File: config.mk
export PLATFORM = sky130hd
export DESIGN_NAME = rpnp_queue
export DESIGN_NICKNAME = d
export VERILOG_FILES = /design/src/hdl/rpnp_pkg.sv /design/src/hdl/rpnp_queue.sv
export SDC_FILE = /design/constraint.sdc
export NUM_CORES = 1
export LEC_CHECK = 0
export ABC_AREA = 1
export BUFFER_PORTS_ARGS = -buffer_cell sky130_fd_sc_hd__buf_2
export CAP_MARGIN = 15
export CORE_ASPECT_RATIO = 0.9
export CORE_UTILIZATION = 45
export DETAILED_ROUTE_END_ITERATION = 7
export PLACE_DENSITY_LB_ADDON = 0.08
export SLEW_MARGIN = 20
export SYNTH_ARGS = -nofsm -noshare
export SYNTH_HDL_FRONTEND = slang
export SYNTH_SLANG_ARGS = --single-unit
File: constraint.sdc
create_clock -name i_clk -period 3 [get_ports i_clk]
set_clock_uncertainty 0.1 [all_clocks]
set_input_delay 0.15 -clock i_clk [delete_from_list [all_inputs] [get_ports i_clk]]
set_output_delay 0.15 -clock i_clk [all_outputs]
set_load 0.005 [all_outputs]
File: src/hdl/rpnp_pkg.sv
// shared types and constants of the ray proximity nearest pick block
package rpnp_pkg;

    localparam int CFG_INDEX_WIDTH = 3;
    localparam int QUEUE_DEPTH     = 4;

    typedef enum logic [CFG_INDEX_WIDTH-1:0] {
        CFG_ORIGIN_X  = 3'd0,
        CFG_ORIGIN_Y  = 3'd1,
        CFG_ORIGIN_Z  = 3'd2,
        CFG_DIR_X     = 3'd3,
        CFG_DIR_Y     = 3'd4,
        CFG_DIR_Z     = 3'd5,
        CFG_RADIUS_SQ = 3'd6,
        CFG_MIN_DIST  = 3'd7
    } t_cfg_idx;

endpackage

File: src/hdl/rpnp_queue.sv
// small fifo between the front and back pipelines
module rpnp_queue import rpnp_pkg::*; #(
    parameter int W     = 32,
    parameter int DEPTH = QUEUE_DEPTH
) (
    input  logic         i_clk,
    input  logic         i_rst_n,
    input  logic         i_wr_valid,
    output logic         o_wr_ready,
    input  logic [W-1:0] i_wr_data,
    output logic         o_rd_valid,
    input  logic         i_rd_ready,
    output logic [W-1:0] o_rd_data
);
    localparam int AW = (DEPTH > 1) ? $clog2(DEPTH) : 1;
    localparam int CNTW = $clog2(DEPTH + 1);

    logic [W-1:0]    r_mem [DEPTH];
    logic [AW-1:0]   r_wr_ptr, r_rd_ptr;
    logic [CNTW-1:0] r_count;
    logic            w_push, w_pop;

    assign o_wr_ready = (r_count != CNTW'(DEPTH));
    assign o_rd_valid = (r_count != '0);
    assign w_push     = i_wr_valid && o_wr_ready;
    assign w_pop      = o_rd_valid && i_rd_ready;
    assign o_rd_data  = r_mem[r_rd_ptr];

    always_ff @(posedge i_clk) begin
        if (!i_rst_n) begin
            r_wr_ptr <= '0;
            r_rd_ptr <= '0;
            r_count  <= '0;
        end else begin
            if (w_push) begin
                r_wr_ptr <= (r_wr_ptr == AW'(DEPTH - 1)) ? '0 : r_wr_ptr + 1'b1;
            end
            if (w_pop) begin
                r_rd_ptr <= (r_rd_ptr == AW'(DEPTH - 1)) ? '0 : r_rd_ptr + 1'b1;
            end
            if (w_push && !w_pop) begin
                r_count <= r_count + 1'b1;
            end else if (w_pop && !w_push) begin
                r_count <= r_count - 1'b1;
            end
        end
    end

    always_ff @(posedge i_clk) begin
        if (w_push) begin
            r_mem[r_wr_ptr] <= i_wr_data;
        end
    end

endmodule

# Word level (Yosys, flattened, before mapping)
# Memories as Yosys holds them, arrays and structs flattened. A register that Yosys moved wholly into a read port is not among the register bits.
# Cells that the tools add are included.
[op_classes]
n_addsub = 4
mul = 0
n_div = 0
n_lt_le_gt_ge = 0
eq_ne = 3
shifts = 0
n_mux = 8
bitwise_logic = 0
n_reduce_logical = 8
[op_table]
columns = ["operator", "count"]
rows = [
  ["$mux W2", 4],
  ["$mux W3", 2],
  ["$add A2 B1 Y2 const B", 2],
  ["$eq A2 B2 Y1 const B", 2],
  ["$logic_and A1 B1 Y1", 4],
  ["$add A3 B1 Y3 const B", 1],
  ["$ne A3 B3 Y1 const B", 1],
  ["$reduce_bool A3 Y1", 1],
  ["$sub A3 B1 Y3 const B", 1],
  ["$logic_not A1 Y1", 2],
  ["$mux W1", 2],
  ["$reduce_bool A2 Y1", 1],
]
[word_totals]
reg_bits = 7
latchBits = 0
ram_bits = 128
romBits = 0
input_bits = 36
output_inout_bits = 34
elab_cells = 27
n_memories = 1
[mem_list]
columns = ["memory", "depth", "width", "read_ports", "rd_ports_with_merged_regs", "write_ports", "line", "source"]
rows = [
  ["r_mem", 4, 32, 1, 1, 1, "rpnp_queue.sv:18", "logic [W-1:0] r_mem [DEPTH];"],
]

# Logic depth before layout (Yosys ltp)
# Gate-level depths: netlist of the first run.
[depth]
ltp_word = 6
depth_mapped = 13

# Worst setup path before layout of the first run
# Ideal clock, no wire load.
[synth_timing]
path_kind = "reg-to-reg"
from = "register r_count[1]"
to = "memory r_mem[3][0], enable pin"
setup_time_ns = 0.421
arrival_time_ns = 2.023
required_time_ns = 2.479
setup_slack_ns = 0.456
path_stages_with_launch = 5
cell_sequence = "dfxtp_1 nor2_1 nand2_1 nand2_2 nor2_1"
[synth_between]
elab_chain_len = 4
[synth_lines]
columns = ["element", "line", "source"]
rows = [
  ["start: declaration", "rpnp_queue.sv:20", "logic [CNTW-1:0] r_count;"],
  ["start signal: assignment", "rpnp_queue.sv:42", "r_count <= r_count + 1'b1;"],
  ["start signal: assignment", "rpnp_queue.sv:44", "r_count <= r_count - 1'b1;"],
  ["$ne A3 B3 Y1", "rpnp_queue.sv:23", "assign o_wr_ready = (r_count != CNTW'(DEPTH));"],
  ["named net o_wr_ready", "rpnp_queue.sv:9", "output logic o_wr_ready,"],
  ["$logic_and A1 B1 Y1", "rpnp_queue.sv:25", "assign w_push = i_wr_valid && o_wr_ready;"],
  ["$mux W1", "rpnp_queue.sv:50", "if (w_push) begin"],
  ["$mux W1 (implied by the code)", "rpnp_queue.sv:51", "r_mem[r_wr_ptr] <= i_wr_data;"],
  ["end: declaration", "rpnp_queue.sv:18", ""],
]
# The timed path passes the listed nets, and every way through them passes these cells.

==> results of run 1 <==
[critical path, cell delays in order, from the launching register on]
cell and delay, ns:
dfxtp_2 0.53, buf_4 0.36, o21ai_0 0.14, o22ai_1 0.32
buf_2 0.18
[layer usage]
metal / global-route usage (%) / part of all wire, %
met1: 25.2 / 46
met2: 30.3 / 49
met5: 0 / 0
met3: 4.99 / 4.4
met4: 6.59 / 1.2
[power by group through the flow]
stage	registers [mW]	logic [mW]	clock network, mW
detailed placement	2.47	1.37	0
CTS	2.43	1.41	2.05
global route	2.45	1.58	2.12
floorplan	2.44	0.905	0
finish	2.43	1.40	2.01
global placement	2.46	1.36	0
[state kept, by name, indices dropped and copies added, names as in the netlist, named ones only]
| register | flops |
|---|---|
| r_count | 3 |
| r_wr_ptr | 2 |
| r_rd_ptr | 2 |
| r_mem | 128 |
[per-stage QoR]
| step | instance area [um2] | cells | worst slack [ns] | hold WS (ns) |
|---|---|---|---|---|
| 3_5_place_dp | 5740 | 593 | 0.937 | 0.270 |
| 2_1_floorplan | 5270 | 379 | 0.456 | 0.149 |
| 4_1_cts | 6660 | 659 | 0.803 | 0.0467 |
| 6_report | 6660 | 659 | 0.805 | 0.0575 |
| 5_1_grt | 6660 | 659 | 0.667 | 0.0985 |
| 3_3_place_gp | 5740 | 593 | 1.00 | 0.269 |
[what timing repair did]
| item | in CTS | in global routing |
|---|---|---|
| hold buffers | 34 | 0 |
| resized for setup | 0 | 0 |
| endpoints found under the setup margin | 0 | 0 |
| endpoints found under the hold margin | 137 | 0 |
[worst min-delay path by stage]
stage | from | endpoint | slack [ns] | cells after the start
after floorplan | i_wr_data[0] | r_mem[0][0] | 0.15 | 0
after global placement | i_wr_data[30] | r_mem[0][30] | 0.27 | 1
after detailed placement | i_wr_data[1] | r_mem[2][1] | 0.27 | 1
after CTS | i_rd_ready | r_rd_ptr[1] | 0.05 | 4
after global routing | i_rd_ready | r_rd_ptr[1] | 0.1 | 4
final | i_rd_ready | flip-flop | 0.06 | 4
[cell usage in the layout, fill, tap and decap left out, types with 2 or more instances in the layout]
master and instances:
a21oi_1 2, buf_2 69, buf_4 8, bufinv_16 2
clkbuf_1 4, clkbuf_16 17, clkbuf_8 3, clkinv_2 4
dfxtp_1 8, dlygate4sd3_1 34, edfxtp_1 128, ha_1 6
inv_1 15, nand2_1 14, nor2_1 77, nor2_4 4
o21ai_0 38, o21ai_1 28, o22ai_1 32
[layout make-up]
| cell class | instances | area [um2] |
|---|---|---|
| clock buffer | 24 | 482 |
| multi-input combinational | 206 | 1050 |
| tap | 156 | 195 |
| clock inverter | 8 | 96.3 |
| inverter | 17 | 71.3 |
| fill | 937 | 4770 |
| timing repair buffer | 111 | 746 |
| sequential | 137 | 4030 |
[cells by family (layout without fill, tap and decap cells)]
group / count (synthesis) / after routing / synth area share, %
AO/OA/AOI/OAI: 100 / 100 / 10.3
adder cells (fa/ha/maj): 7 / 7 / 1.80
buffers and inverters: 36 / 160 / 4.34
flip-flops: 137 / 137 / 76.4
AND/OR/NAND/NOR: 99 / 99 / 7.24
==> impl_metrics.env, run 1 <==
export IMPL_die_h_um=105
export IMPL_syn_area_um2=5270
export IMPL_rsz0062_at_grt="no"
export IMPL_ys_ff_latch=137
export IMPL_p_per_area_nw_per_um2=875
export IMPL_finalHoldViolCount=0
export IMPL_initial_utilization_pct=46.1
export IMPL_status="finished, final reports clean"
export IMPL_worstPathRequired_ns=2.75
export IMPL_intPower_mw=4.15
export IMPL_viasPerCell=5.05
export IMPL_synth_top_cell_by_area="edfxtp_1"
export IMPL_avgSynthCellArea_um2=13.9
export IMPL_dr_first_iter_drc_count=257
export IMPL_dr_pass1_iters=4
export IMPL_maxSlewViolCount=0
export IMPL_ir_worst_vdd_mv=0.538
export IMPL_numCtsBuffers=17
export IMPL_h_tree_depth=4
export IMPL_rows=37
export IMPL_die_area_um2=12100
export IMPL_p_leak_nw=2.44
export IMPL_r2r_cells=9
export IMPL_period_minus_slack_ns=2.19
export IMPL_grt_pass1_wl_um=16900
export IMPL_rrSetupSlack_ns=0.94
export IMPL_combPwrFrac_pct=24.0
export IMPL_place_hpwl_um=5820
export IMPL_synthArstFlopShare_pct=0
export IMPL_io_pins=70
export IMPL_drc=0
export IMPL_p_sw_mw=1.68
export IMPL_synth_fp_nets=422
export IMPL_vias=3325
export IMPL_hold_class="input port to flip-flop"
export IMPL_grt_usage_pct=19.0
export IMPL_areaGrowthSynthToFinish_pct=26.4
export IMPL_setup_violations=0
export IMPL_place_congestion=0.728
export IMPL_netlist_area_leader_share_pct=72.9
export IMPL_postRouteAntennaNets=0
export IMPL_r2r_end="r_count[1]"
export IMPL_slew_headroom_pct=57.9
export IMPL_dieWidth_um=116
export IMPL_overflow=0
export IMPL_worst_setup_path_start_kind="flip-flop"
export IMPL_critical_path_arrival_ns=1.94
export IMPL_root_buffer="clkbuf_16"
export IMPL_pwr_share_seq_pct=41.6
export IMPL_crit_fanout=28
export IMPL_final_nets=533
export IMPL_max_slew_worst_pin_slew_ns=0.630
export IMPL_swShare_pct=28.9
export IMPL_grt_pass1_vias=3283
export IMPL_synthTopCellsByArea="edfxtp_1, nor2_1, o22ai_1, o21ai_0, dfxtp_1"
export IMPL_core_area_um2=11400
export IMPL_cts_setup_buffers=0
export IMPL_period_share_pct=73.2
export IMPL_worstSetupPathType="flip-flop to output port"
export IMPL_clock_sinks=137
export IMPL_synth_common_cells="edfxtp_1, nor2_1, o21ai_0"
export IMPL_synth_edf_count=128
export IMPL_timing_fmax_ghz=0.456
export IMPL_path_clk_slew_ns=0.05
export IMPL_cts_tree="built"
export IMPL_power_mw=5.83
export IMPL_antenna_found_initial=0
export IMPL_port_buffers=69
export IMPL_grt_max_degree=65
export IMPL_insertion_delay_ns=0.41
export IMPL_cap_viol_max_count=0
export IMPL_ys_warn_count=0
export IMPL_synthCells=379
export IMPL_seq_area_frac_synth_pct=76.4
export IMPL_drive_gt1_share_pct=22.5
export IMPL_setup_tns_ns=0
export IMPL_endpoint_kind="output port"
export IMPL_wl_per_cell_um=15.9
export IMPL_routed_wl_um=10500
export IMPL_yosysMostFrequentCell="edfxtp_1"
export IMPL_final_core_util_pct=58.3
export IMPL_r2r_start="r_count[1]"
export IMPL_yosysUniqueCellTypes=21
export IMPL_clk_path_buf_depth=2
export IMPL_power_frac_clock_pct=34.4
export IMPL_critPathCapture="o_rd_data[26]"
export IMPL_ys_flop_type="edfxtp_1"
export IMPL_antenna_cells=0
Power figures use the tool's default switching activity.
==> inputs of run 2 (changes only) <==
- clock period: 3 -> 2.28 ns (I/O delays scaled with it)
==> run 2 against run 1 <==
Compared with the run above: routed wire length decreased by 0.31%; hold slack improved by 0.30 ns; register-to-register slack got worse by 0.58 ns; critical path type unchanged; highest routed layer unchanged; via count is 2.0% lower; sequential power increased by 32%; clock power increased by 43%; die area is the same.
==> impl_metrics.env, run 2 (same netlist as run 1, synthesis figures left out) <==
export IMPL_status="finished, final reports clean"
export IMPL_vias=3257
export IMPL_largest_reg_flops=128
export IMPL_clock_sinks=137
export IMPL_finalHoldViolCount=0
export IMPL_p_leak_nw=2.49
export IMPL_placed_area_um2=5780
export IMPL_final_nets=539
export IMPL_io_pins=70
export IMPL_power_mw=7.93
export IMPL_die_area_um2=12100
export IMPL_path_clk_slew_ns=0.06
export IMPL_cts_setup_buffers=0
export IMPL_dr_pass1_iters=4
export IMPL_port_buffers=69
export IMPL_insertion_delay_ns=0.40
export IMPL_final_cell_mix="edfxtp_1, nor2_1, buf_2"
export IMPL_crit_fanout=32
export IMPL_hold_class="input port to flip-flop"
export IMPL_cts_tree="built"
export IMPL_worst_setup_path_start_kind="flip-flop"
export IMPL_drc=0
export IMPL_numCtsBuffers=17
export IMPL_maxSlewViolCount=0
export IMPL_viasPerCell=4.90
export IMPL_rows=37
export IMPL_grt_max_degree=65
export IMPL_wl_per_cell_um=15.7
export IMPL_clk_path_buf_depth=2
export IMPL_reg_top3="r_mem x128, r_count x3"
export IMPL_cpMaxStageDelayCell="inv_2"
export IMPL_grt_usage_pct=19.1
export IMPL_setup_ws_ns=0.298
export IMPL_grt_pass1_wl_um=16900
export IMPL_endpoint_kind="output port"
export IMPL_max_slew_worst_pin_slew_ns=0.624
export IMPL_design_area_um2=6760
export IMPL_place_congestion=0.724
export IMPL_routed_wl_um=10400
export IMPL_die_h_um=105
export IMPL_cp_cell_sequence="inv_2 -> o21ai_1 -> o22ai_1 -> buf_2"
export IMPL_worstSetupPathType="flip-flop to output port"
export IMPL_areaGrowthSynthToFinish_pct=28.3
export IMPL_antenna_cells=0
export IMPL_mostFrequentLayoutCell="edfxtp_1"
export IMPL_grt_pass1_vias=3255
export IMPL_drive_gt1_share_pct=23.2
export IMPL_place_hpwl_um=5890
export IMPL_core_area_um2=11400
export IMPL_timing_fmax_ghz=0.504
export IMPL_period_minus_slack_ns=1.98
export IMPL_p_per_area_nw_per_um2=1170
export IMPL_root_buffer="clkbuf_16"
export IMPL_antenna_found_initial=0
export IMPL_regMostFlops="r_mem"
export IMPL_overflow=0
export IMPL_worstPathRequired_ns=2.07
export IMPL_critical_path_arrival_ns=1.77
export IMPL_dr_first_iter_drc_count=183
export IMPL_cap_viol_max_count=0
export IMPL_postRouteAntennaNets=0
export IMPL_ir_worst_vdd_mv=0.736
export IMPL_final_core_util_pct=59.1
export IMPL_slew_headroom_pct=58.3
export IMPL_dpl_worst_slack_ns=0.378
export IMPL_rsz0062_at_grt="no"
export IMPL_initial_utilization_pct=46.1
export IMPL_dieWidth_um=116
export IMPL_h_tree_depth=4
export IMPL_slowest_delay_ns=0.46
export IMPL_setup_violations=0
export IMPL_period_share_pct=86.9
==> run 2: area by class of cell <==
class / count / area (um2)
Sequential cell: 137 / 4030
Clock inverter: 15 / 205
Fill cell: 952 / 4670
Multi-Input combinational cell: 206 / 1050
Inverter: 17 / 71.3
Clock buffer: 17 / 425
Timing Repair Buffer: 117 / 793
Tap cell: 156 / 195
==> run 2: final timing paths <==
path         cells past startpoint          start             to  slack (ns)
min reg2reg                      2     r_count[0]     r_count[0]        0.41
max reg2reg                     12     r_count[1]     r_count[2]        0.36
max                              4      flip-flop  o_rd_data[13]        0.30
min                              2  i_wr_data[30]   r_mem[2][30]        0.36
==> run 2: report_power, final <==
part / leakage, nW / internal (mW) / switching [mW]
logic: 0.940 / 0.714 / 1.13
clock network: 0.307 / 1.92 / 0.959
registers: 1.25 / 3.08 / 0.121
==> run 2: worst max-delay path, delay by kind of cell, from the launching register on <==
family	cells	cell delay (ns)
DFF	1	0.31
buffers and inverters	2	0.63
AOI/OAI and AO/OA	2	0.41
==> run 2: per-stage QoR <==
stage | TNS [ns] | cells | hold slack [ns]
4_1_cts | 0 | 665 | 0.337
6_report | 0 | 665 | 0.357
2_1_floorplan | -33.78 | 379 | 0.113
3_5_place_dp | 0 | 598 | 0.234
5_1_grt | 0 | 665 | 0.349
3_3_place_gp | 0 | 598 | 0.229
==> run 2: layer usage <==
layer  part of all wire, %  vias to the layer above  global-route usage, %  wire length (um)
li1                      -                     1635                      -                 -
met1                    45                     1535                   24.6              4750
met2                    49                       82                   30.2              5140
met3                   4.5                        5                   4.81               466
met4                  0.90                        0                   8.52                94
met5                     0                        -                      0                 0
==> run 2: what timing repair did <==
| action | in CTS | in global routing |
|---|---|---|
| hold buffers | 35 | 0 |
| resized for setup | 0 | 0 |
| hold endpoints to repair | 137 | 0 |
==> inputs of run 3 (changes only) <==
--- a/constraint.sdc
+++ b/constraint.sdc
@@ -3,3 +3,3 @@
 set_input_delay 0.114 -clock i_clk [delete_from_list [all_inputs] [get_ports i_clk]]
 set_output_delay 0.114 -clock i_clk [all_outputs]
-set_load 0.005 [all_outputs]
+set_load 0.01 [all_outputs]
==> run 3 against run 2 <==
Compared with the run above: cell count fell by 0.15%; final area fell by 0.70%; non-clock buffer count is the same; routed wire length increased by 0.36%; sequential power about the same; clock-buffer cell count rose by 1; first-iteration DRC count is 10% higher; total power shrank 0.87%; combinational power rose by 8%.
==> impl_metrics.env, run 3 (same netlist as run 1, synthesis figures left out) <==
export IMPL_status="finished, final reports clean"
export IMPL_p_per_area_nw_per_um2=1170
export IMPL_cpMaxStageDelayCell="inv_2"
export IMPL_cts_tree="built"
export IMPL_holdWs_ns=0.0522
export IMPL_dr_pass1_iters=6
export IMPL_ctsResizeCount=0
export IMPL_final_cell_mix="edfxtp_1, nor2_1, buf_2"
export IMPL_viasPerCell=4.94
export IMPL_dpl_worst_slack_ns=0.339
export IMPL_root_buffer="clkbuf_16"
export IMPL_p_leak_nw=2.47
export IMPL_seqCellArea_um2=4030
export IMPL_drc=0
export IMPL_numCtsBuffers=17
export IMPL_mostFrequentLayoutCell="edfxtp_1"
export IMPL_setup_ws_ns=0.313
export IMPL_final_cells=664
export IMPL_place_hpwl_um=6070
export IMPL_crit_fanout=32
export IMPL_initial_utilization_pct=46.1
export IMPL_hold_class="input port to flip-flop"
export IMPL_antenna_found_initial=0
export IMPL_worstPathRequired_ns=2.07
export IMPL_holdBufCountCts=35
export IMPL_grt_pass1_vias=3375
export IMPL_worstSetupPathType="flip-flop to output port"
export IMPL_io_pins=70
export IMPL_grt_max_degree=65
export IMPL_dieWidth_um=116
export IMPL_vias=3282
export IMPL_endpoint_kind="output port"
export IMPL_placed_area_um2=5780
export IMPL_critical_path_arrival_ns=1.75
export IMPL_cp_cell_sequence="inv_2 -> o21ai_1 -> o22ai_1 -> buf_2"
export IMPL_ir_worst_vdd_mv=0.638
export IMPL_postRouteAntennaNets=0
export IMPL_grt_pass1_wl_um=17100
export IMPL_largest_reg_flops=128
export IMPL_insertion_delay_ns=0.40
export IMPL_setup_tns_ns=0
export IMPL_final_nets=539
export IMPL_maxSlewViolCount=0
export IMPL_design_area_um2=6720
export IMPL_die_h_um=105
export IMPL_slowest_delay_ns=0.43
export IMPL_period_minus_slack_ns=1.97
export IMPL_place_congestion=0.745
export IMPL_dr_first_iter_drc_count=202
export IMPL_grt_usage_pct=19.2
export IMPL_drive_gt1_share_pct=23.0
export IMPL_setup_violations=0
export IMPL_rsz0062_at_grt="no"
export IMPL_rows=37
export IMPL_areaGrowthSynthToFinish_pct=27.4
export IMPL_fillers=955
export IMPL_placed_cells=598
export IMPL_timing_fmax_ghz=0.508
export IMPL_port_buffers=69
export IMPL_multi_input_area_um2=1050
export IMPL_core_area_um2=11400
export IMPL_finalHoldViolCount=0
export IMPL_h_tree_depth=4
export IMPL_wl_per_cell_um=15.8
export IMPL_cap_viol_max_count=0
export IMPL_path_clk_slew_ns=0.06
export IMPL_die_area_um2=12100
export IMPL_routed_wl_um=10500
export IMPL_cts_setup_buffers=0
export IMPL_clk_path_buf_depth=2
export IMPL_period_share_pct=86.3
export IMPL_slew_headroom_pct=60.9
export IMPL_reg_top3="r_mem x128, r_count x3"
export IMPL_antenna_cells=0
export IMPL_clock_sinks=137
export IMPL_max_slew_worst_pin_slew_ns=0.585
export IMPL_overflow=0
export IMPL_worst_setup_path_start_kind="flip-flop"
export IMPL_regMostFlops="r_mem"
==> run 3: cell count changes in the layout (fill, tap and decap cells not counted) <==
| cell | before | now |
|---|---|---|
| bufinv_16 | 5 | 3 |
| clkbuf_1 | 0 | 1 |
| clkinv_1 | 4 | 3 |
| clkinv_2 | 3 | 2 |
| clkinv_4 | 1 | 3 |
==> run 3: final cells by class <==
class / count / area share, %
clock buffers: 18 / 6.39
multi-input cells: 206 / 15.6
well taps: 156 / 2.91
repair buffers: 117 / 11.8
clock inverters: 13 / 2.29
flip-flops and latches: 137 / 59.9
inverters: 17 / 1.06
==> run 3: metrics by stage <==
stage	total power [mW]	utilization (%)
after floorplan	4.54	-
after global placement	5.19	50.6
after detailed placement	5.23	50.6
after CTS	7.96	58.7
after global routing	8.31	58.7
final	7.86	58.7
==> run 3: worst max-delay path: cells and delay by family, from the launching register on <==
kind	cells	cell delay (ns)
compound gates	2	0.40
buf+inv	2	0.62
flops	1	0.31
==> run 3: per-layer routing <==
| metal | wire length (um) | up-vias | GRT usage (%) |
|---|---|---|---|
| li1 | - | 1625 | - |
| met1 | 4740 | 1577 | 24.8 |
| met2 | 5170 | 72 | 31.0 |
| met3 | 459 | 8 | 4.76 |
| met4 | 116 | 0 | 7.42 |
| met5 | 0 | - | 0 |
==> run 3: path summary, 6_finish.rpt <==
kind                   start            end  slack (ns)  cells after the start
hold reg to reg   r_count[0]     r_count[0]        0.42                      2
hold / removal    i_rd_ready    r_rd_ptr[1]        0.05                      4
setup / recovery   flip-flop  o_rd_data[13]        0.31                      4
setup reg to reg  r_count[1]     r_count[2]        0.33                     12
==> run 3: report_power, final <==
part           internal (mW)  switching [mW]
sequential              3.08           0.115
combinational          0.725            1.27
clock                   1.70           0.964
total                   5.50            2.35
